$ cat config.mk
export PLATFORM = sky130hd
export DESIGN_NAME = wst_front
export DESIGN_NICKNAME = d
export VERILOG_FILES = /design/src/hdl/wst_pkg.sv /design/src/hdl/wst_front.sv
export SDC_FILE = /design/constraint.sdc
export NUM_CORES = 1
export LEC_CHECK = 0
export ABC_AREA = 1
export BUFFER_PORTS_ARGS = -buffer_cell sky130_fd_sc_hd__clkbuf_2
export CORE_MARGIN = 1.5
export CORE_UTILIZATION = 52
export CTS_CLUSTER_SIZE = 25
export DETAILED_ROUTE_END_ITERATION = 10
export MAX_ROUTING_LAYER = met4
export PLACE_DENSITY = 0.79
export SYNTH_ARGS = -nofsm -noshare
export SYNTH_HDL_FRONTEND = slang
export SYNTH_SLANG_ARGS = --single-unit
export TNS_END_PERCENT = 5
$ cat constraint.sdc
create_clock -name clk_i -period 3.9 [get_ports clk_i]
set_input_delay 0.39 -clock clk_i [delete_from_list [all_inputs] [get_ports clk_i]]
set_output_delay 0.39 -clock clk_i [all_outputs]
set_load 0.03 [all_outputs]
$ cat src/hdl/wst_pkg.sv
// Shared types, constants and helpers of the waypoint switching tracker.
package wst_pkg;

  // Default sizes handed to the top level parameters.
  localparam int MAX_WAYPOINTS_DEF = 64;
  localparam int COORD_BITS_DEF    = 24;

  // Waypoint slots addressable by a load request, and the slot field width.
  localparam int SLOT_COUNT = 64;
  localparam int SLOT_W     = 6;
  localparam int PATH_W     = 7;

  // Entries in the queue between the front and the back.
  localparam int QDEPTH = 2;

  // Configuration port shape.
  localparam int CFG_ADDR_W = 1;
  localparam int CFG_DATA_W = 16;
  localparam int THR_W      = 16;
  localparam int THR2_W     = 32;

  // Reset values: path of two waypoints (last index one), 50 cm radius squared.
  localparam logic [SLOT_W-1:0] LAST_RESET   = SLOT_W'(1);
  localparam logic [SLOT_W-1:0] TARGET_RESET = SLOT_W'(1);
  localparam logic [THR2_W-1:0] THR2_RESET   = THR2_W'(2500);
  localparam logic [PATH_W-1:0] PATH_MIN     = PATH_W'(2);

  // Configuration register indexes.
  typedef enum logic [CFG_ADDR_W-1:0] {
    CFG_PATH_LENGTH     = 1'b0,
    CFG_REACH_THRESHOLD = 1'b1
  } cfg_reg_e;

  // Request kinds as sorted by the front.
  typedef enum logic [1:0] {
    KIND_LOAD      = 2'd0,
    KIND_LOAD_SKIP = 2'd1,
    KIND_SAMPLE    = 2'd2
  } item_kind_e;

  // Control part of one queued request.
  typedef struct packed {
    item_kind_e        kind;
    logic [SLOT_W-1:0] slot;
  } item_ctl_t;

  // Back end sequencer: reload the segment window, then run.
  typedef enum logic [1:0] {
    ST_FILL_LO = 2'd0,
    ST_FILL_HI = 2'd1,
    ST_RUN     = 2'd2
  } back_state_e;

  // Number of table entries that can ever be addressed.
  function automatic int table_depth(int max_wp);
    return (max_wp < SLOT_COUNT) ? max_wp : SLOT_COUNT;
  endfunction

endpackage

$ cat src/hdl/wst_front.sv
// Front end: sorts incoming requests by kind and queues them for the back end.
module wst_front #(
  parameter int MAX_WAYPOINTS = wst_pkg::MAX_WAYPOINTS_DEF,
  parameter int COORD_BITS    = wst_pkg::COORD_BITS_DEF
) (
  input  logic                              clk_i,
  input  logic                              rst_ni,
  input  logic                              in_valid_i,
  output logic                              in_ready_o,
  input  logic                              operation_i,
  input  logic [wst_pkg::SLOT_W-1:0]        waypoint_slot_i,
  input  logic signed [COORD_BITS-1:0]      pos_x_i,
  input  logic signed [COORD_BITS-1:0]      pos_y_i,
  output logic                              head_valid_o,
  output wst_pkg::item_ctl_t                head_ctl_o,
  output logic signed [COORD_BITS-1:0]      head_x_o,
  output logic signed [COORD_BITS-1:0]      head_y_o,
  input  logic                              head_pop_i
);

  localparam int DEPTH = wst_pkg::table_depth(MAX_WAYPOINTS);
  localparam int QD    = wst_pkg::QDEPTH;
  localparam int PTR_W = $clog2(QD);
  localparam int CNT_W = $clog2(QD + 1);

  wst_pkg::item_ctl_t            ctl_in;
  wst_pkg::item_ctl_t            q_ctl_q [QD];
  logic signed [COORD_BITS-1:0]  q_x_q [QD];
  logic signed [COORD_BITS-1:0]  q_y_q [QD];
  logic [PTR_W-1:0]              wr_ptr_q, wr_ptr_d;
  logic [PTR_W-1:0]              rd_ptr_q, rd_ptr_d;
  logic [CNT_W-1:0]              cnt_q, cnt_d;
  logic                          push, pop;

  // Sort the request: a load beyond the table writes nothing but still answers.
  always_comb begin
    ctl_in.slot = waypoint_slot_i;
    if (operation_i) begin
      ctl_in.kind = wst_pkg::KIND_SAMPLE;
    end else if ({1'b0, waypoint_slot_i} < wst_pkg::PATH_W'(DEPTH)) begin
      ctl_in.kind = wst_pkg::KIND_LOAD;
    end else begin
      ctl_in.kind = wst_pkg::KIND_LOAD_SKIP;
    end
  end

  assign in_ready_o   = (cnt_q != CNT_W'(QD));
  assign head_valid_o = (cnt_q != '0);
  assign push         = in_valid_i && in_ready_o;
  assign pop          = head_pop_i && head_valid_o;

  // Queue pointers wrap at the queue depth.
  always_comb begin
    wr_ptr_d = wr_ptr_q;
    rd_ptr_d = rd_ptr_q;
    cnt_d    = cnt_q;
    if (push) begin
      wr_ptr_d = (wr_ptr_q == PTR_W'(QD - 1)) ? '0 : wr_ptr_q + 1'b1;
    end
    if (pop) begin
      rd_ptr_d = (rd_ptr_q == PTR_W'(QD - 1)) ? '0 : rd_ptr_q + 1'b1;
    end
    if (push && !pop) begin
      cnt_d = cnt_q + 1'b1;
    end else if (pop && !push) begin
      cnt_d = cnt_q - 1'b1;
    end
  end

  always_ff @(posedge clk_i or negedge rst_ni) begin
    if (!rst_ni) begin
      wr_ptr_q <= '0;
      rd_ptr_q <= '0;
      cnt_q    <= '0;
    end else begin
      wr_ptr_q <= wr_ptr_d;
      rd_ptr_q <= rd_ptr_d;
      cnt_q    <= cnt_d;
    end
  end

  // Queue storage.
  always_ff @(posedge clk_i) begin
    if (push) begin
      q_ctl_q[wr_ptr_q] <= ctl_in;
      q_x_q[wr_ptr_q]   <= pos_x_i;
      q_y_q[wr_ptr_q]   <= pos_y_i;
    end
  end

  assign head_ctl_o = q_ctl_q[rd_ptr_q];
  assign head_x_o   = q_x_q[rd_ptr_q];
  assign head_y_o   = q_y_q[rd_ptr_q];

endmodule

==> results of run 1 <==
-- power groups by stage --
stage	clock network (mW)	registers (mW)	logic, mW
floorplan	0	1.78	1.31
global placement	0	1.76	1.72
detailed placement	0	1.77	1.74
CTS	1.53	1.75	1.76
global route	1.58	1.78	1.88
finish	1.50	1.76	1.73
-- timing repair --
item,CTS,global route
hold endpoints to repair,4,0
resized for setup,0,0
hold buffers,1,0
-- layout make-up --
type | count | share of cell area [%]
Clock buffer | 18 | 7.62
Clock inverter | 14 | 3.08
Inverter | 7 | 0.479
Multi-Input combinational cell | 184 | 13.3
Sequential cell | 114 | 62.1
Tap cell | 102 | 2.33
Timing Repair Buffer | 119 | 11.1
-- cells by family after synthesis --
kind of cell / Yosys count / synth area share, %
AND/OR/NAND/NOR: 180 / 16.0
flip-flops: 114 / 79.8
buffers and inverters: 20 / 3.49
XOR/XNOR: 2 / 0.411
adder cells (fa/ha/maj): 1 / 0.293
other: 1 / 0.0879
-- state kept, by name (all words and copies together), names as in the netlist --
name and cells:
rd_ptr_q 1, q_x_q 48, wr_ptr_q 1, q_y_q 48
q_ctl_q 14, cnt_q 2
-- path summary, 6_finish.rpt --
path,endpoint,slack (ns)
min reg2reg,cnt_q[0],0.56
min in group asynchronous,cnt_q[0],0.23
max reg2reg,q_x_q[1][4],1.72
max,head_y_o[20],1.38
min,q_x_q[0][17],0.08
max in group asynchronous,rd_ptr_q,3.53
-- synthesized netlist by cell type, drive strengths merged --
| cell type | n |
|---|---|
| buf | 13 |
| xor2 | 1 |
| nand2 | 175 |
| dfrtp | 4 |
| xnor2 | 1 |
| edfxtp | 110 |
| nor2 | 2 |
| inv | 7 |
| nand3 | 2 |
| nand4 | 1 |
| conb | 1 |
| ha | 1 |
-- cells in the final DEF (no fill, tap or decap) --
cell type      instances
nand2_1              175
inv_1                  6
clkinv_1               4
nor2_4                 2
clkinv_2               5
ha_1                   1
nand4_1                1
dfrtp_1                3
xnor2_1                1
conb_1                 1
edfxtp_1             110
clkbuf_8               1
clkbuf_16             16
clkbuf_1               1
dlygate4sd3_1          1
inv_2                  1
nand3_1                2
xor2_1                 1
clkinv_4               1
bufinv_16              4
buf_4                  3
dfrtp_2                1
clkbuf_2             115
-- worst max-delay path, stage by stage (launching register included) --
cell and delay, ns:
dfrtp_2 0.41, inv_2 0.69, nand2_1 0.17, nand2_1 0.14, clkbuf_2 0.21
-- metal layers --
layer / GRT usage [%] / share of wire (%) / vias to the layer above
li1: - / - / 1318
met1: 22.7 / 40 / 1256
met2: 32.4 / 52 / 113
met3: 6.83 / 7.4 / 6
met4: 6.34 / 0.55 / 0
met5: - / 0 / -
-- stage by stage --
step	utilization [%]	cells
final	69.9	558
after global routing	69.9	558
after CTS	69.9	558
after detailed placement	62.3	525
after global placement	62.3	525
after floorplan	-	318
==> metrics.cfg, run 1 <==
[placed_design]
port_buffers = 115
routabilityCongestion = 0.736
hpwl_mm = 4.92
dp_slack_ns = 1.71
placement.cell_area_um2 = 4890

[pwr]
p_int_mw = 3.10
switchingPower_mw = 1.89
clkPwrFrac_pct = 30.1
p_leak_nw = 2.43
finalPower_mw = 5.00
ir_drop_mv = 0.567
p_per_area_nw_per_um2 = 911
swShare_pct = 37.9
pwr-share-seq_pct = 35.2
power_frac_comb_pct = 34.7

[min_path]
hold_depth = 1
hp-start = pos_x_i[17]
min-delay-path-class = in2reg

[yosys]
synth_top_area_share_pct = 77.4
netlist_area_um2 = 4270
syn-num-nets = 378
syn_inst = 318
synth_top_area_cell = edfxtp_1
ys_ff_latch = 114
synth_area_per_cell_um2 = 13.4
ys_seq_area_share_pct = 79.8
yosysWarnings = 0
synth.area.top_cells = edfxtp_1 77%, nand2_1 15%, dfrtp_1 2.3%, buf_6 2.1%, buf_4 0.53%
yosysUniqueCellTypes = 15

[worst_setup_path]
worstRegToRegCells = 5
critPathCaptureType = output pin
crit_type = reg2out
r2r-start = cnt_q[0]
cp.required_ns = 3.51
cp.arrival_ns = 2.13
crit_fanout = 56
critPathLaunch = rd_ptr_q
worstSetupStartpointType = flip-flop

[global_route]
grt_pass1_wl_mm = 12.2
grt_pass1_vias = 2582
grt.total_usage_pct = 19.7
grt-ovfl-total = 0
grt_antenna_before_repair = 0
grt_start_max_net_pins = 57

[sta]
worst_clock_skew_ns = 0.00963
tns_ns = 0
fmax_ghz = 0.397
worst_pin_slew_ns = 0.951
drv_slew = 0
fin_ws_ns = 1.38
relSlewSlack_pct = 36.5
fin_crit_sh_pct = 64.6
finalHoldViolations = 0
holdWs_ns = 0.0834
rsz0062_at_grt = false
setup_violations = 0
layout_min_cycle_time_ns = 2.52

[finish]
finalNetCount = 503
area_delta_synth_final_pct = 28.5
multi_input_area_um2 = 729
drive_gt1_share_pct = 32.7
design_area_um2 = 5480
fill_cells = 568
regArea_um2 = 3400
antenna_cells = 0

[clock_network]
clk_latency_ns = 0.49
cts.sinks = 114
htree_num_levels = 4
post_cts_buffers = 0
clk_pin_slew_worst_paths_ns = 0.05
root_buffer = clkbuf_8
ctsLongestPathBuffers = 2
cts_tree = built
numCtsBuffers = 17

[route]
via_per_inst = 4.83
drt_iter0_markers = 190
wl_per_cell_um = 14.4
firstDrtPassIters = 4
vias = 2693
drc = 0
drtAntennaViolNets = 0
wl_mm = 8.02

[die]
die_area_um2 = 8760
die_w_um = 93.6
rows = 32
initial_core_util_pct = 54.4
ios = 117
dieHeight_um = 93.6
core_um2 = 7850

[job]
max_cap_viol_count = 0

[run_status]
status = complete, no violations

Power figures use the tool's default switching activity.
==> run 2: changes to the inputs <==
- ABC_AREA: 1 -> 0
- clock period: 3.9 -> 2.4 ns (I/O delays scaled with it)
==> metrics.cfg, run 2 <==
[yosys]
synthMuxAreaShare_pct = 17.7  ; was 0%
ys_seq_area_share_pct = 78.4  ; was 79.8%
synth_area_per_cell_um2 = 22.7  ; was 13.4 um2
ys_ff_latch = 114  ; unchanged
synth_top_family_by_area = multiplexers  ; was simple AND/OR/NAND/NOR gates
synth_edf_count = 110  ; unchanged
synth.area.top_cells = edfxtp_1 76%, mux2_4 14%, mux2_2 3.9%, dfrtp_1 2.3%, buf_6 1.3%  ; was edfxtp_1 77%, nand2_1 15%, dfrtp_1 2.3%, buf_6 2.1%, buf_4 0.53%
async_flop_share_pct = 3.51  ; unchanged
synthFlopType = edfxtp_1  ; unchanged
synthXorXnorAreaFrac_pct = 1.01  ; was 0.411%
synth-simple-area-share_pct = 0.779  ; was 16.0%
synthTopCellsByCount = 110 x edfxtp_1, 40 x mux2_4, 15 x mux2_2  ; was 175 x nand2_1, 110 x edfxtp_1, 8 x buf_6
synth_compound_gate_area_share_pct = 0  ; unchanged
syn-num-nets = 251  ; was 378
synth_top_area_share_pct = 76.1  ; was 77.4%
syn_inst = 191  ; was 318
synthAdderAreaFrac_pct = 0.288  ; was 0.293%
synth_top_area_cell = edfxtp_1  ; unchanged
yosys.cell_count.top_type = edfxtp_1  ; was nand2_1
yosysUniqueCellTypes = 17  ; was 15
netlist_area_um2 = 4340  ; was 4270 um2
yosysWarnings = 0  ; unchanged

[pwr]
p_leak_nw = 2.54  ; was 2.43 nW
swShare_pct = 33.1  ; was 37.9%
switchingPower_mw = 2.68  ; was 1.89 mW
p_per_area_nw_per_um2 = 1310  ; was 911 nW/um2
power_frac_comb_pct = 34.9  ; was 34.7%
ir_drop_mv = 0.850  ; was 0.567 mV
clkPwrFrac_pct = 29.0  ; was 30.1%
pwr-share-seq_pct = 36.0  ; was 35.2%
p_int_mw = 5.43  ; was 3.10 mW

[worst_setup_path]
crit_fanout = 15  ; was 56
cp.required_ns = 2.16  ; was 3.51 ns
worstSetupStartpointType = flip-flop  ; unchanged
slowest_stage = dfrtp_4  ; was inv_2
critPathTopFamily = flip-flops  ; was buffers and inverters
worstRegToRegCells = 7  ; was 5
crit_type = reg2out  ; unchanged
crit_path_cell_trace = buf_4 > mux2_2 > clkbuf_2  ; was inv_2 > nand2_1 > nand2_1 > clkbuf_2
r2r_end = cnt_q[1]  ; was q_x_q[1][4]
r2r-start = cnt_q[0]  ; unchanged
setup.worst_path.end = head_y_o[9]  ; was head_y_o[20]
cp.buffers_inverters = 2  ; unchanged
critPathLaunch = rd_ptr_q  ; unchanged
cp.arrival_ns = 1.93  ; was 2.13 ns
max_stage_delay_ns = 0.58  ; was 0.69 ns
reg2reg_setup_slack_ns = 0.71  ; was 1.72 ns
critPathCaptureType = output pin  ; unchanged
crit_cells = 3  ; was 4

[route]
drtAntennaViolNets = 0  ; unchanged
wl_mm = 7.78  ; was 8.02 mm
drc = 0  ; unchanged
via_per_inst = 4.78  ; was 4.83
firstDrtPassIters = 4  ; unchanged
wl_per_cell_um = 15.6  ; was 14.4 um
drt_iter0_markers = 109  ; was 190
vias = 2386  ; was 2693

[job]
max_cap_viol_count = 0  ; unchanged

[sta]
tns_ns = 0  ; unchanged
finalHoldViolations = 0  ; unchanged
fin_crit_sh_pct = 90.2
layout_min_cycle_time_ns = 2.17
setup_violations = 0  ; unchanged
rsz0062_at_grt = false  ; unchanged
fmax_ghz = 0.462
worst_clock_skew_ns = 0.00590  ; was 0.00963 ns
drv_slew = 0  ; unchanged

[clock_network]
root_buffer = clkbuf_8  ; unchanged
cts_tree = built  ; unchanged
ctsLongestPathBuffers = 2  ; unchanged
clk_pin_slew_worst_paths_ns = 0.05  ; about the same
numCtsBuffers = 17  ; unchanged
clk_latency_ns = 0.49  ; about the same
htree_num_levels = 4  ; unchanged
cts.sinks = 114  ; unchanged
cts_resized = 0  ; unchanged

[finish]
finalNetCount = 441  ; was 503
fill_cells = 469  ; was 568
design_area_um2 = 6180  ; was 5480 um2
drive_gt1_share_pct = 52.5  ; was 32.7%
top_regs = q_x_q (48), q_y_q (48), q_ctl_q (14)  ; unchanged
mostFrequentLayoutCell = clkbuf_2  ; was nand2_1
final_cell_mix = 115 x clkbuf_2, 110 x edfxtp_1, 56 x dlygate4sd3_1, 40 x mux2_4, 16 x clkbuf_16  ; was 175 x nand2_1, 115 x clkbuf_2, 110 x edfxtp_1, 16 x clkbuf_16, 6 x inv_1
antenna_cells = 0  ; unchanged
area_delta_synth_final_pct = 42.4  ; was 28.5%
final_core_util_pct = 76.0  ; was 69.9%

[die]
dieHeight_um = 94.4  ; was 93.6 um
ios = 117  ; unchanged
initial_core_util_pct = 53.3  ; was 54.4%
die_area_um2 = 8900  ; was 8760 um2
rows = 33  ; was 32
core_um2 = 8130  ; was 7850 um2
die_w_um = 94.4  ; was 93.6 um

[placed_design]
port_buffers = 115  ; unchanged
hpwl_mm = 4.63  ; was 4.92 mm
routabilityCongestion = 0.679  ; was 0.736
placement.cell_area_um2 = 5050  ; was 4890 um2

[global_route]
grt_antenna_before_repair = 0  ; unchanged
grt_pass1_vias = 2472  ; was 2582
grt_pass1_wl_mm = 11.6  ; was 12.2 mm
grt_start_max_net_pins = 31  ; was 57
grt-ovfl-total = 0  ; unchanged
grt.total_usage_pct = 18.7  ; was 19.7%

[run_status]
status = complete, no violations  ; unchanged

[min_path]
min-delay-path-class = in2reg  ; unchanged

==> run 2: cell families (layout without fill, tap and decap cells) <==
logic type / after synthesis / in the layout
mux: 55 / 55
buf+inv: 8 / 211
other cells: 1 / 1
xor+xnor: 5 / 5
fa+ha+maj: 1 / 1
simple gates: 7 / 7
flops: 114 / 114
==> run 2: worst min-delay path by stage <==
| stage | cells past startpoint | end | startpoint | slack [ns] |
|---|---|---|---|---|
| floorplan | 0 | cnt_q[0] | rst_ni | -0.06 |
| global placement | 1 | cnt_q[1] | rst_ni | 0.05 |
| detailed placement | 1 | cnt_q[1] | rst_ni | 0.06 |
| CTS | 3 | rd_ptr_q | head_pop_i | 0.008 |
| global route | 3 | rd_ptr_q | head_pop_i | 0.07 |
| finish | 3 | rd_ptr_q | head_pop_i | 0.05 |
==> run 2: stage by stage <==
step           setup WS, ns  power, mW  cells  hold WS [ns]
2_1_floorplan        -0.149       5.08    191       -0.0556
3_3_place_gp          0.759       5.68    411        0.0507
3_5_place_dp          0.756       5.73    411        0.0585
4_1_cts               0.224       8.16    499       0.00775
5_1_grt               0.169       8.44    499        0.0651
6_report              0.234       8.11    499        0.0454
==> run 2: routing by layer <==
layer  global-route usage, %  share of wire [%]  wire length (um)  vias to the layer above
met5                       -                  0                 0                        -
met4                    8.83                1.4               106                        0
met3                    4.27                4.4               344                        9
met2                    33.9                 57              4450                       77
met1                    19.0                 37              2880                     1172
li1                        -                  -                 -                     1128
==> run 2: worst reg2reg max path: cells and delay by family, from the launching register on <==
family | cells | cell delay [ns]
buffers and inverters | 1 | 0.08
XOR/XNOR | 2 | 0.36
AND/OR/NAND/NOR | 3 | 0.53
adder cells (fa/ha/maj) | 1 | 0.22
flip-flops | 1 | 0.42
==> run 2: final cells by class <==
| type | count | area [um2] | share of cell area [%] |
|---|---|---|---|
| Clock inverter | 13 | 143 | 2.31 |
| Sequential cell | 114 | 3410 | 55.1 |
| Timing Repair Buffer | 178 | 1200 | 19.4 |
| Multi-Input combinational cell | 69 | 872 | 14.1 |
| Clock buffer | 19 | 422 | 6.82 |
| Inverter | 1 | 3.75 | 0.0607 |
| Tap cell | 105 | 131 | 2.13 |
==> run 2: power groups by stage <==
stage | clock network, mW | registers [mW] | logic [mW]
after global routing | 2.47 | 2.96 | 3.01
final | 2.35 | 2.92 | 2.83
after global placement | 0 | 2.93 | 2.75
after detailed placement | 0 | 2.96 | 2.77
after CTS | 2.39 | 2.92 | 2.85
after floorplan | 0 | 2.87 | 2.21
==> run 2: repair_timing <==
item | in CTS | in global routing
setup buffers | 0 | 0
endpoints found under the setup margin | 0 | 0
hold endpoints to repair | 114 | 0
hold buffers | 56 | 0
